**src/rtl/assert_macros.svh**
```systemverilog
// Assertion macros included by the RTL file that carries concurrent checks.
`ifndef ASSERT_MACROS_SVH
`define ASSERT_MACROS_SVH

// Implication checked at every rising edge of clk, ignored while rst_n is low.
`define ASSERT_CLK(label, prop, msg) \
    label: assert property (@(posedge clk) disable iff (!rst_n) prop) else $error(msg);

// Same check, also active while reset is asserted.
`define ASSERT_CLK_ALWAYS(label, prop, msg) \
    label: assert property (@(posedge clk) prop) else $error(msg);

`endif

```
**src/rtl/lpht_pkg.sv**
```systemverilog
// Package with the shared types and constants of the linear probing hash table.
package lpht_pkg;

    localparam int KEY_W      = 31;
    localparam int OP_W       = 2;
    localparam int STAT_W     = 2;
    localparam int SLOT_W     = 4;
    localparam int S_TDATA_W  = 32;
    localparam int M_TDATA_W  = 8;

    localparam logic [OP_W-1:0] OP_INSERT = 2'd0;
    localparam logic [OP_W-1:0] OP_REMOVE = 2'd1;
    localparam logic [OP_W-1:0] OP_SEARCH = 2'd2;

    localparam logic [STAT_W-1:0] STAT_OK   = 2'd0;
    localparam logic [STAT_W-1:0] STAT_MISS = 2'd1;
    localparam logic [STAT_W-1:0] STAT_FULL = 2'd2;

    typedef enum logic [2:0] {
        S_CLEAR,
        S_IDLE,
        S_HASH,
        S_PROBE,
        S_DONE
    } lpht_state_t;

endpackage

```
**src/rtl/lpht_ram.sv**
```systemverilog
// Generic single-port-write, single-port-read RAM with a registered read.
module lpht_ram #(
    parameter int WIDTH = 32,
    parameter int DEPTH = 16
) (
    input  logic                     clk,
    input  logic                     we,
    input  logic [$clog2(DEPTH)-1:0] waddr,
    input  logic [WIDTH-1:0]         wdata,
    input  logic [$clog2(DEPTH)-1:0] raddr,
    output logic [WIDTH-1:0]         rdata
);

    logic [WIDTH-1:0] mem [DEPTH];
    logic [WIDTH-1:0] rdata_reg;

    always_ff @(posedge clk)
    begin
        if (we)
        begin
            mem[waddr] <= wdata;
        end
        rdata_reg <= mem[raddr];
    end

    assign rdata = rdata_reg;

endmodule

```
**src/rtl/lpht_mod.sv**
```systemverilog
// Three-stage unit that reduces a key modulo the table size by reciprocal multiplication.
module lpht_mod import lpht_pkg::*; #(
    parameter int TABLE_SIZE = 16
) (
    input  logic                          clk,
    input  logic                          rst_n,
    input  logic                          start,
    input  logic [KEY_W-1:0]              key,
    output logic                          done,
    output logic [$clog2(TABLE_SIZE)-1:0] rem
);

    localparam int AW    = $clog2(TABLE_SIZE);
    localparam int SHIFT = KEY_W + AW;
    localparam int Q_W   = KEY_W + 32 - SHIFT;
    // Rounded-up reciprocal; exact quotients for every key below 2^KEY_W.
    localparam logic [63:0] RECIP_FULL =
        ((64'd1 << SHIFT) + 64'(TABLE_SIZE - 1)) / 64'(TABLE_SIZE);
    localparam logic [31:0] RECIP   = RECIP_FULL[31:0];
    localparam logic [AW:0] MODULUS = (AW+1)'(TABLE_SIZE);

    logic                  mul_valid_reg;
    logic                  quot_valid_reg;
    logic                  done_reg;
    logic [KEY_W-1:0]      key_reg, key_next;
    logic [Q_W-1:0]        quot_reg, quot_next;
    logic [AW-1:0]         rem_reg, rem_next;
    logic [KEY_W+31:0]     prod;
    logic [Q_W+AW:0]       back;

    // Stage one holds the key, stage two the quotient, stage three the remainder.
    assign prod      = {32'b0, key_reg} * {{KEY_W{1'b0}}, RECIP};
    assign back      = {{(AW+1){1'b0}}, quot_reg} * {{Q_W{1'b0}}, MODULUS};
    assign key_next  = start ? key : key_reg;
    assign quot_next = prod[KEY_W+31:SHIFT];
    // The remainder is below the table size, so the low bits of the difference suffice.
    assign rem_next  = key_reg[AW-1:0] - back[AW-1:0];

    always_ff @(posedge clk or negedge rst_n)
    begin
        if (!rst_n)
        begin
            mul_valid_reg  <= 1'b0;
            quot_valid_reg <= 1'b0;
            done_reg       <= 1'b0;
        end
        else
        begin
            mul_valid_reg  <= start;
            quot_valid_reg <= mul_valid_reg;
            done_reg       <= quot_valid_reg;
        end
    end

    always_ff @(posedge clk)
    begin
        key_reg  <= key_next;
        quot_reg <= quot_next;
        rem_reg  <= rem_next;
    end

    assign done = done_reg;
    assign rem  = rem_reg;

endmodule

```
**src/rtl/linear_probe_hash_table_core.sv**
```systemverilog
// Linear probing hash table: open-addressed key store with insert, remove and search.
//
// Each input transaction carries an operation in s_tuser (insert, remove or search) and a
// 31-bit key in s_tdata; each one produces exactly one result transaction carrying a status
// in m_tuser and a slot number in m_tdata. The home slot is the key modulo TABLE_SIZE,
// computed by a remainder unit. The probe then reads one slot of the table RAM per cycle,
// walking forward with wrap-around until it meets an empty slot or returns home, so it
// visits 1 to TABLE_SIZE slots; the single read port of the table RAM sets the probe rate.
// Insert fills the first empty slot or reports the table full; remove empties every
// matching slot along the probe run and reports the first one; search reports the first
// match. The unused operation code reports not found. The block takes a new item while a
// finished result still waits in the output register. After reset a clearing pass marks
// every slot empty; s_tready stays low meanwhile.
module linear_probe_hash_table_core import lpht_pkg::*; #(
    parameter int TABLE_SIZE = 16
) (
    input  logic                 clk,
    input  logic                 rst_n,
    input  logic                 s_tvalid,
    output logic                 s_tready,
    input  logic [S_TDATA_W-1:0] s_tdata,   // [30:0] key, [31] zero
    input  logic [OP_W-1:0]      s_tuser,   // [1:0] op
    output logic                 m_tvalid,
    input  logic                 m_tready,
    output logic [M_TDATA_W-1:0] m_tdata,   // [3:0] slot, [7:4] zero
    output logic [STAT_W-1:0]    m_tuser    // [1:0] status
);

`include "assert_macros.svh"

    localparam int AW     = $clog2(TABLE_SIZE);
    localparam int ENTRY_W = KEY_W + 1;
    localparam logic [AW-1:0] LAST_SLOT = AW'(TABLE_SIZE - 1);

    // Control state.
    lpht_state_t state_reg, state_next;
    logic [AW-1:0] clr_reg, clr_next;
    logic          m_valid_reg, m_valid_next;

    // Item and result payload.
    logic [OP_W-1:0]   op_reg, op_next;
    logic [KEY_W-1:0]  key_reg, key_next;
    logic [AW-1:0]     home_reg, home_next;
    logic [AW-1:0]     slot_reg, slot_next;
    logic              hit_reg, hit_next;
    logic [AW-1:0]     first_reg, first_next;
    logic [STAT_W-1:0] res_stat_reg, res_stat_next;
    logic [AW-1:0]     res_slot_reg, res_slot_next;
    logic [STAT_W-1:0] m_stat_reg, m_stat_next;
    logic [SLOT_W-1:0] m_slot_reg, m_slot_next;

    // Table RAM: each entry is {valid, key}.
    logic               ram_we;
    logic [AW-1:0]      ram_waddr;
    logic [ENTRY_W-1:0] ram_wdata;
    logic [AW-1:0]      ram_raddr;
    logic [ENTRY_W-1:0] ram_rdata;

    logic          mod_start;
    logic          mod_done;
    logic [AW-1:0] mod_rem;

    logic              in_fire;
    logic              rd_valid;
    logic [KEY_W-1:0]  rd_key;
    logic              rd_match;
    logic [AW-1:0]     probe_next;
    logic              probe_wrap;

    lpht_ram #(
        .WIDTH (ENTRY_W),
        .DEPTH (TABLE_SIZE)
    ) u_table (
        .clk   (clk),
        .we    (ram_we),
        .waddr (ram_waddr),
        .wdata (ram_wdata),
        .raddr (ram_raddr),
        .rdata (ram_rdata)
    );

    lpht_mod #(
        .TABLE_SIZE (TABLE_SIZE)
    ) u_mod (
        .clk   (clk),
        .rst_n (rst_n),
        .start (mod_start),
        .key   (s_tdata[KEY_W-1:0]),
        .done  (mod_done),
        .rem   (mod_rem)
    );

    assign s_tready = (state_reg == S_IDLE);
    assign in_fire  = s_tvalid && s_tready;
    assign mod_start = in_fire;

    assign rd_valid   = ram_rdata[KEY_W];
    assign rd_key     = ram_rdata[KEY_W-1:0];
    assign rd_match   = rd_valid && (rd_key == key_reg);
    assign probe_next = (slot_reg == LAST_SLOT) ? '0 : slot_reg + 1'b1;
    assign probe_wrap = (probe_next == home_reg);

    // Main sequencer. In S_PROBE the RAM output holds the entry at slot_reg, read in the
    // previous cycle; the read of the following slot is issued in the same cycle.
    always_comb
    begin
        state_next    = state_reg;
        clr_next      = clr_reg;
        m_valid_next  = m_valid_reg;
        op_next       = op_reg;
        key_next      = key_reg;
        home_next     = home_reg;
        slot_next     = slot_reg;
        hit_next      = hit_reg;
        first_next    = first_reg;
        res_stat_next = res_stat_reg;
        res_slot_next = res_slot_reg;
        m_stat_next   = m_stat_reg;
        m_slot_next   = m_slot_reg;
        ram_we        = 1'b0;
        ram_waddr     = slot_reg;
        ram_wdata     = {1'b1, key_reg};
        ram_raddr     = probe_next;

        if (m_valid_reg && m_tready)
        begin
            m_valid_next = 1'b0;
        end

        unique case (state_reg)
            S_CLEAR:
            begin
                ram_we    = 1'b1;
                ram_waddr = clr_reg;
                ram_wdata = '0;
                clr_next  = clr_reg + 1'b1;
                if (clr_reg == LAST_SLOT)
                begin
                    clr_next   = '0;
                    state_next = S_IDLE;
                end
            end

            S_IDLE:
            begin
                if (in_fire)
                begin
                    op_next    = s_tuser;
                    key_next   = s_tdata[KEY_W-1:0];
                    hit_next   = 1'b0;
                    first_next = '0;
                    state_next = S_HASH;
                end
            end

            S_HASH:
            begin
                ram_raddr = mod_rem;
                if (mod_done)
                begin
                    home_next  = mod_rem;
                    slot_next  = mod_rem;
                    state_next = S_PROBE;
                end
            end

            S_PROBE:
            begin
                slot_next = probe_next;
                unique case (op_reg)
                    OP_INSERT:
                    begin
                        if (!rd_valid)
                        begin
                            ram_we        = 1'b1;
                            ram_wdata     = {1'b1, key_reg};
                            res_stat_next = STAT_OK;
                            res_slot_next = slot_reg;
                            state_next    = S_DONE;
                        end
                        else if (probe_wrap)
                        begin
                            res_stat_next = STAT_FULL;
                            res_slot_next = '0;
                            state_next    = S_DONE;
                        end
                    end

                    OP_REMOVE:
                    begin
                        if (!rd_valid)
                        begin
                            res_stat_next = hit_reg ? STAT_OK : STAT_MISS;
                            res_slot_next = hit_reg ? first_reg : '0;
                            state_next    = S_DONE;
                        end
                        else
                        begin
                            if (rd_match)
                            begin
                                // Empty this slot; the key bits left behind are dead.
                                ram_we    = 1'b1;
                                ram_wdata = {1'b0, key_reg};
                                hit_next  = 1'b1;
                                if (!hit_reg)
                                begin
                                    first_next = slot_reg;
                                end
                            end
                            if (probe_wrap)
                            begin
                                res_stat_next = (hit_reg || rd_match) ? STAT_OK : STAT_MISS;
                                res_slot_next = hit_reg ? first_reg
                                              : (rd_match ? slot_reg : '0);
                                state_next    = S_DONE;
                            end
                        end
                    end

                    OP_SEARCH:
                    begin
                        if (rd_match)
                        begin
                            res_stat_next = STAT_OK;
                            res_slot_next = slot_reg;
                            state_next    = S_DONE;
                        end
                        else if (!rd_valid || probe_wrap)
                        begin
                            res_stat_next = STAT_MISS;
                            res_slot_next = '0;
                            state_next    = S_DONE;
                        end
                    end

                    default:
                    begin
                        res_stat_next = STAT_MISS;
                        res_slot_next = '0;
                        state_next    = S_DONE;
                    end
                endcase
            end

            S_DONE:
            begin
                // Move the result into the output register once it is free.
                if (!m_valid_reg || m_tready)
                begin
                    m_valid_next = 1'b1;
                    m_stat_next  = res_stat_reg;
                    m_slot_next  = SLOT_W'({{SLOT_W{1'b0}}, res_slot_reg});
                    state_next   = S_IDLE;
                end
            end

            default:
            begin
                state_next = S_CLEAR;
            end
        endcase
    end

    always_ff @(posedge clk or negedge rst_n)
    begin
        if (!rst_n)
        begin
            state_reg   <= S_CLEAR;
            clr_reg     <= '0;
            m_valid_reg <= 1'b0;
        end
        else
        begin
            state_reg   <= state_next;
            clr_reg     <= clr_next;
            m_valid_reg <= m_valid_next;
        end
    end

    always_ff @(posedge clk)
    begin
        op_reg       <= op_next;
        key_reg      <= key_next;
        home_reg     <= home_next;
        slot_reg     <= slot_next;
        hit_reg      <= hit_next;
        first_reg    <= first_next;
        res_stat_reg <= res_stat_next;
        res_slot_reg <= res_slot_next;
        m_stat_reg   <= m_stat_next;
        m_slot_reg   <= m_slot_next;
    end

    assign m_tvalid = m_valid_reg;
    assign m_tuser  = m_stat_reg;
    assign m_tdata  = M_TDATA_W'(m_slot_reg);

    // An accepted transaction always starts the home slot computation.
    `ASSERT_CLK(a_accept_to_hash, (s_tvalid && s_tready) |=> (state_reg == S_HASH),
        "accepted transaction did not enter the hash step")

    // Misses and full reports carry slot zero.
    `ASSERT_CLK(a_miss_slot_zero, (m_tvalid && (m_tuser != STAT_OK)) |-> (m_tdata == '0),
        "non-OK result with nonzero slot")

    // The table RAM is written only by the clearing pass or by a probe.
    `ASSERT_CLK(a_write_source, ram_we |-> ((state_reg == S_CLEAR) || (state_reg == S_PROBE)),
        "table write outside clearing pass or probe")

    // A finished result waits while the output register is still occupied.
    `ASSERT_CLK(a_done_holds,
        ((state_reg == S_DONE) && m_tvalid && !m_tready) |=> (state_reg == S_DONE),
        "result left the done state while output was stalled")

endmodule

```
**config.mk**
```make
export PLATFORM = sky130hd
export DESIGN_NAME = linear_probe_hash_table_core
export DESIGN_NICKNAME = d
export VERILOG_FILES = /design/src/rtl/lpht_pkg.sv /design/src/rtl/lpht_ram.sv /design/src/rtl/lpht_mod.sv /design/src/rtl/linear_probe_hash_table_core.sv
export VERILOG_INCLUDE_DIRS = /design/src /design/src/rtl
export SDC_FILE = /design/constraint.sdc
export NUM_CORES = 1
export LEC_CHECK = 0
export BUFFER_PORTS_ARGS = -buffer_cell sky130_fd_sc_hd__buf_4
export CORE_ASPECT_RATIO = 1.4
export CORE_MARGIN = 4
export CORE_UTILIZATION = 43
export DETAILED_ROUTE_END_ITERATION = 10
export GPL_ROUTABILITY_DRIVEN = 0
export SLEW_MARGIN = 20
export SYNTH_ARGS = -nofsm -noshare
export SYNTH_HDL_FRONTEND = slang
export SYNTH_SLANG_ARGS = --single-unit
export TNS_END_PERCENT = 30
```
**constraint.sdc**
```tcl
create_clock -name clk -period 14.5 [get_ports clk]
set_input_delay 2.175 -clock clk [delete_from_list [all_inputs] [get_ports clk]]
set_output_delay 2.175 -clock clk [all_outputs]
set_load 0.02 [all_outputs]
```
==> metrics.txt <==
# TYPE chip_impl_metric gauge
chip_impl_metric{name="slew_viols_final",unit=""} 0
chip_impl_metric{name="antenna_cells_inserted",unit=""} 0
chip_impl_metric{name="synthAdderAreaFrac",unit="%"} 0.104
chip_impl_metric{name="detail_route.drc_violations",unit=""} 0
chip_impl_metric{name="layout-area-overhead-vs-synth",unit="%"} 12.5
chip_impl_info{name="reg2reg_from",value="state_reg[0]"} 1
chip_impl_metric{name="edff_count_synth",unit=""} 570
chip_impl_metric{name="postRouteAntennaNets",unit=""} 0
chip_impl_info{name="run_status",value="complete, no violations"} 1
chip_impl_metric{name="initial_antenna_violation_count",unit=""} 1
chip_impl_metric{name="yosys.area_share.xor_xnor",unit="%"} 1.35
chip_impl_metric{name="whs",unit="ns"} 0.349
chip_impl_metric{name="grtUsageMet3",unit="%"} 2.58
chip_impl_metric{name="placedCellCount",unit=""} 2129
chip_impl_metric{name="start_util",unit="%"} 43.5
chip_impl_metric{name="totalWireLength",unit="um"} 55500
chip_impl_metric{name="cts_hold_repair.buffers",unit=""} 0
chip_impl_metric{name="synth_mux_area_share",unit="%"} 10.9
chip_impl_metric{name="finalInstanceArea",unit="sq mm"} 0.0271
chip_impl_metric{name="worstPathMaxFanout",unit=""} 135
chip_impl_info{name="synth_top_family_by_area",value="multiplexers"} 1
chip_impl_metric{name="cp.arrival",unit="ns"} 4.88
chip_impl_metric{name="final_hold_viol_count",unit=""} 0
chip_impl_metric{name="largest_register_ff_count",unit=""} 512
chip_impl_metric{name="drt_iter0_markers",unit=""} 1117
chip_impl_metric{name="pre_cts_slack",unit="ns"} 10.08
chip_impl_metric{name="power_frac_comb",unit="%"} 26.8
chip_impl_metric{name="grt_start_max_net_pins",unit=""} 136
chip_impl_info{name="clock_tree.root_cell",value="clkbuf_16"} 1
chip_impl_metric{name="final.setup.worst_slack",unit="ns"} 10.11
chip_impl_info{name="grt_setup_unrepaired",value="no"} 1
chip_impl_metric{name="cp_data_required_time",unit="ns"} 14.99
chip_impl_info{name="crit_path_start_kind",value="register"} 1
chip_impl_info{name="regToRegEndpoint",value="u_table.rdata[12]"} 1
chip_impl_metric{name="max_transition_margin",unit="%"} 26.7
chip_impl_metric{name="cts_setup_buffers",unit=""} 0
chip_impl_metric{name="worst_slew_pin_slew",unit="ns"} 1.10
chip_impl_metric{name="total_switching_power",unit="mW"} 1.70
chip_impl_metric{name="use_met2",unit="%"} 31.7
chip_impl_metric{name="grt_usage",unit="%"} 18.3
chip_impl_metric{name="p_sw_share",unit="%"} 31.2
chip_impl_metric{name="via_count_of_the_first_global_routing_pass",unit=""} 12600
chip_impl_metric{name="grt.overflow.total",unit=""} 0
chip_impl_metric{name="die_x",unit="um"} 208
chip_impl_metric{name="dieArea",unit="sq mm"} 0.0599
chip_impl_metric{name="synth_area_per_cell",unit="sq um"} 17.1
chip_impl_metric{name="post_cts_resize_count",unit=""} 0
chip_impl_info{name="timing.critical_path.to_type",value="register"} 1
chip_impl_metric{name="grt.met1_usage",unit="%"} 23.5
chip_impl_metric{name="peak_freq",unit="MHz"} 228
chip_impl_metric{name="synthArstFlopShare",unit="%"} 1.78
chip_impl_metric{name="p_leak",unit="nW"} 9.61
chip_impl_metric{name="synth_compound_area_share",unit="%"} 4.49
chip_impl_metric{name="vias",unit=""} 12500
chip_impl_metric{name="totalPowerFinal",unit="mW"} 5.45
chip_impl_metric{name="cts_sinks",unit=""} 617
chip_impl_metric{name="worst_ir_drop_on_vdd",unit="V"} 0.000105
chip_impl_metric{name="ios",unit=""} 50
chip_impl_metric{name="stdcell_count",unit=""} 2234
chip_impl_metric{name="worst_setup_hold_path_clk_slew",unit="ns"} 0.06
chip_impl_metric{name="fp-row-count",unit=""} 102
chip_impl_metric{name="grt_pass1_wl",unit="um"} 81400
chip_impl_metric{name="cts_max_level",unit=""} 2
chip_impl_metric{name="wl_per_cell",unit="um"} 24.9
chip_impl_metric{name="drive_above_1_share",unit="%"} 14.1
chip_impl_info{name="critical_path_class",value="reg2reg"} 1
chip_impl_metric{name="vias_per_cell",unit=""} 5.62
chip_impl_info{name="hold_class",value="reg2reg"} 1
chip_impl_metric{name="detailed_place.area",unit="sq mm"} 0.0252
chip_impl_metric{name="synth.yosys.warnings",unit=""} 0
chip_impl_metric{name="final-setup-viol-count",unit=""} 0
chip_impl_metric{name="core",unit="sq mm"} 0.0554
chip_impl_metric{name="power_density",unit="mW/mm^2"} 201
chip_impl_metric{name="post-route-min-period",unit="ns"} 4.39
chip_impl_metric{name="cts_inserted_buffers",unit=""} 56
chip_impl_metric{name="ff2ff_path_depth",unit=""} 7
chip_impl_metric{name="reg2reg_slack",unit="ns"} 10.11
chip_impl_metric{name="cap_viol_max_count",unit=""} 0
chip_impl_metric{name="clkLatencyLatePin",unit="ns"} 0.61
chip_impl_metric{name="fin_skew",unit="ns"} 0.0197
chip_impl_info{name="tritoncts",value="done"} 1
chip_impl_metric{name="netlist_instances",unit=""} 1407
chip_impl_metric{name="power.sequential.fraction",unit="%"} 45.9
chip_impl_metric{name="fin_crit_sh",unit="%"} 30.2
chip_impl_metric{name="yosys_cell_types",unit=""} 58
chip_impl_metric{name="detailedPlacementHpwl",unit="um"} 26900
chip_impl_metric{name="internal_power",unit="mW"} 3.75
chip_impl_info{name="crit_start",value="state_reg[0]"} 1
chip_impl_metric{name="ys_seq_elements",unit=""} 617
chip_impl_info{name="busiest_layer",value="met2"} 1
chip_impl_metric{name="ys_seq_area_share",unit="%"} 75.2
chip_impl_info{name="synth_flop_cell",value="edfxtp_1"} 1
chip_impl_metric{name="clk_path_buf_depth",unit=""} 3
chip_impl_metric{name="final.setup.tns",unit="ns"} 0
chip_impl_metric{name="first_pass_iters",unit=""} 5
chip_impl_metric{name="placement.io_buffers",unit=""} 44
chip_impl_info{name="crit_end",value="u_table.rdata[12]"} 1
chip_impl_metric{name="final_core_util",unit="%"} 48.9
chip_impl_metric{name="synth.cell_area",unit="sq mm"} 0.0241
chip_impl_metric{name="power_frac_clock",unit="%"} 27.3
chip_impl_metric{name="synth_simple_gate_area_share",unit="%"} 5.80
chip_impl_metric{name="fin_nets",unit=""} 1499
chip_impl_metric{name="die-height",unit="um"} 288
[synth_stat cells, types with 2 or more instances]
cell type | n | area share [%]
edfxtp_1 | 570 | 71
mux2i_1 | 224 | 9.3
nor3_1 | 118 | 2.5
o22ai_1 | 66 | 1.7
dfxtp_1 | 36 | 3.0
and2_1 | 35 | 0.91
or3_1 | 33 | 0.86
a2111o_1 | 32 | 1.5
clkbuf_1 | 31 | 0.48
buf_4 | 25 | 0.78
xor2_1 | 25 | 0.91
nand2_1 | 22 | 0.34
mux2_2 | 20 | 0.94
buf_2 | 16 | 0.33
mux2_1 | 12 | 0.56
xnor2_1 | 12 | 0.44
a31oi_1 | 11 | 0.29
dfrtp_1 | 11 | 1.1
nor2_1 | 11 | 0.17
inv_1 | 8 | 0.12
buf_6 | 7 | 0.33
nor3b_1 | 7 | 0.22
nor4_1 | 7 | 0.18
a21oi_1 | 6 | 0.12
buf_1 | 5 | 0.078
nand3_1 | 5 | 0.10
o21ai_0 | 5 | 0.10
nand2b_1 | 4 | 0.10
o2bb2ai_1 | 4 | 0.15
or2_1 | 4 | 0.10
nand4_1 | 3 | 0.078
a32oi_1 | 2 | 0.073
and3_1 | 2 | 0.052
clkbuf_2 | 2 | 0.042
ha_1 | 2 | 0.10
o21a_1 | 2 | 0.062
[power groups by stage]
stage               clock (mW)  sequential [mW]  combinational [mW]
detailed placement           0             2.54                1.47
global placement             0             2.53                1.44
floorplan                    0             2.52                1.02
global route              1.60             2.52                1.58
CTS                       1.52             2.50                1.47
finish                    1.49             2.50                1.46
[cell families after synthesis]
family / count (synthesis)
and+or+nand+nor: 257
DFF: 617
adders and majority gates: 2
buffers and inverters: 95
muxes: 257
AOI/OAI and AO/OA: 141
xor gates and xnor gates: 37
other: 1
[routing by layer]
| metal | part of all wire [%] | vias up |
|---|---|---|
| met1 | 42 | 6458 |
| met5 | 0 | - |
| met4 | 3.5 | 0 |
| li1 | - | 5650 |
| met2 | 50 | 319 |
| met3 | 4.1 | 120 |
[worst max-delay path: stages, from the launching register on]
cell,delay [ns]
dfrtp_1,0.46
or3b_1,0.62
mux2i_4,0.26
buf_12,0.64
buf_4,0.96
mux2_2,0.42
a2111o_1,0.42
or3_1,0.30
[how the worst min path moves through the flow]
stage	start	to	slack, ns	cells past startpoint
2_1_floorplan	u_mod.quot_valid_reg	u_mod.done	0.33	0
3_3_place_gp	u_mod.mul_valid_reg	u_mod.quot_valid_reg	0.34	0
3_5_place_dp	u_mod.mul_valid_reg	u_mod.quot_valid_reg	0.34	0
4_1_cts	u_mod.mul_valid_reg	u_mod.quot_valid_reg	0.35	0
5_1_grt	u_mod.mul_valid_reg	u_mod.quot_valid_reg	0.36	0
6_report	u_mod.mul_valid_reg	u_mod.quot_valid_reg	0.35	0
[placed cells by master (no fill, tap or decap), drive strengths merged, types with 2 or more instances in the layout]
master / synthesis / routed
a2111o: 32 / 32
a21oi: 7 / 7
a31oi: 11 / 11
a32oi: 2 / 2
and2: 35 / 35
and3: 2 / 2
buf: 53 / 77
bufinv: 0 / 5
clkbuf: 33 / 82
clkinv: 0 / 15
conb: 1 / 4
dfrtp: 11 / 11
dfxtp: 36 / 36
edfxtp: 570 / 570
ha: 2 / 2
inv: 9 / 11
mux2: 32 / 32
mux2i: 225 / 225
nand2: 22 / 22
nand2b: 4 / 4
nand3: 5 / 5
nand4: 3 / 3
nor2: 11 / 11
nor3: 118 / 118
nor3b: 7 / 7
nor4: 8 / 8
o21a: 3 / 3
o21ai: 6 / 6
o22ai: 66 / 66
o2bb2ai: 4 / 4
or2: 5 / 5
or3: 33 / 33
xnor2: 12 / 12
xor2: 25 / 25
[area by class of cell]
type / count / area, sq um
fillers: 4618 / 28300
flip-flops and latches: 617 / 18100
multi-input cells: 698 / 5590
clock buffers: 82 / 1620
well taps: 728 / 911
repair buffers: 77 / 591
clock inverters: 23 / 245
inverters: 9 / 33.8
Power figures use the tool's default switching activity.
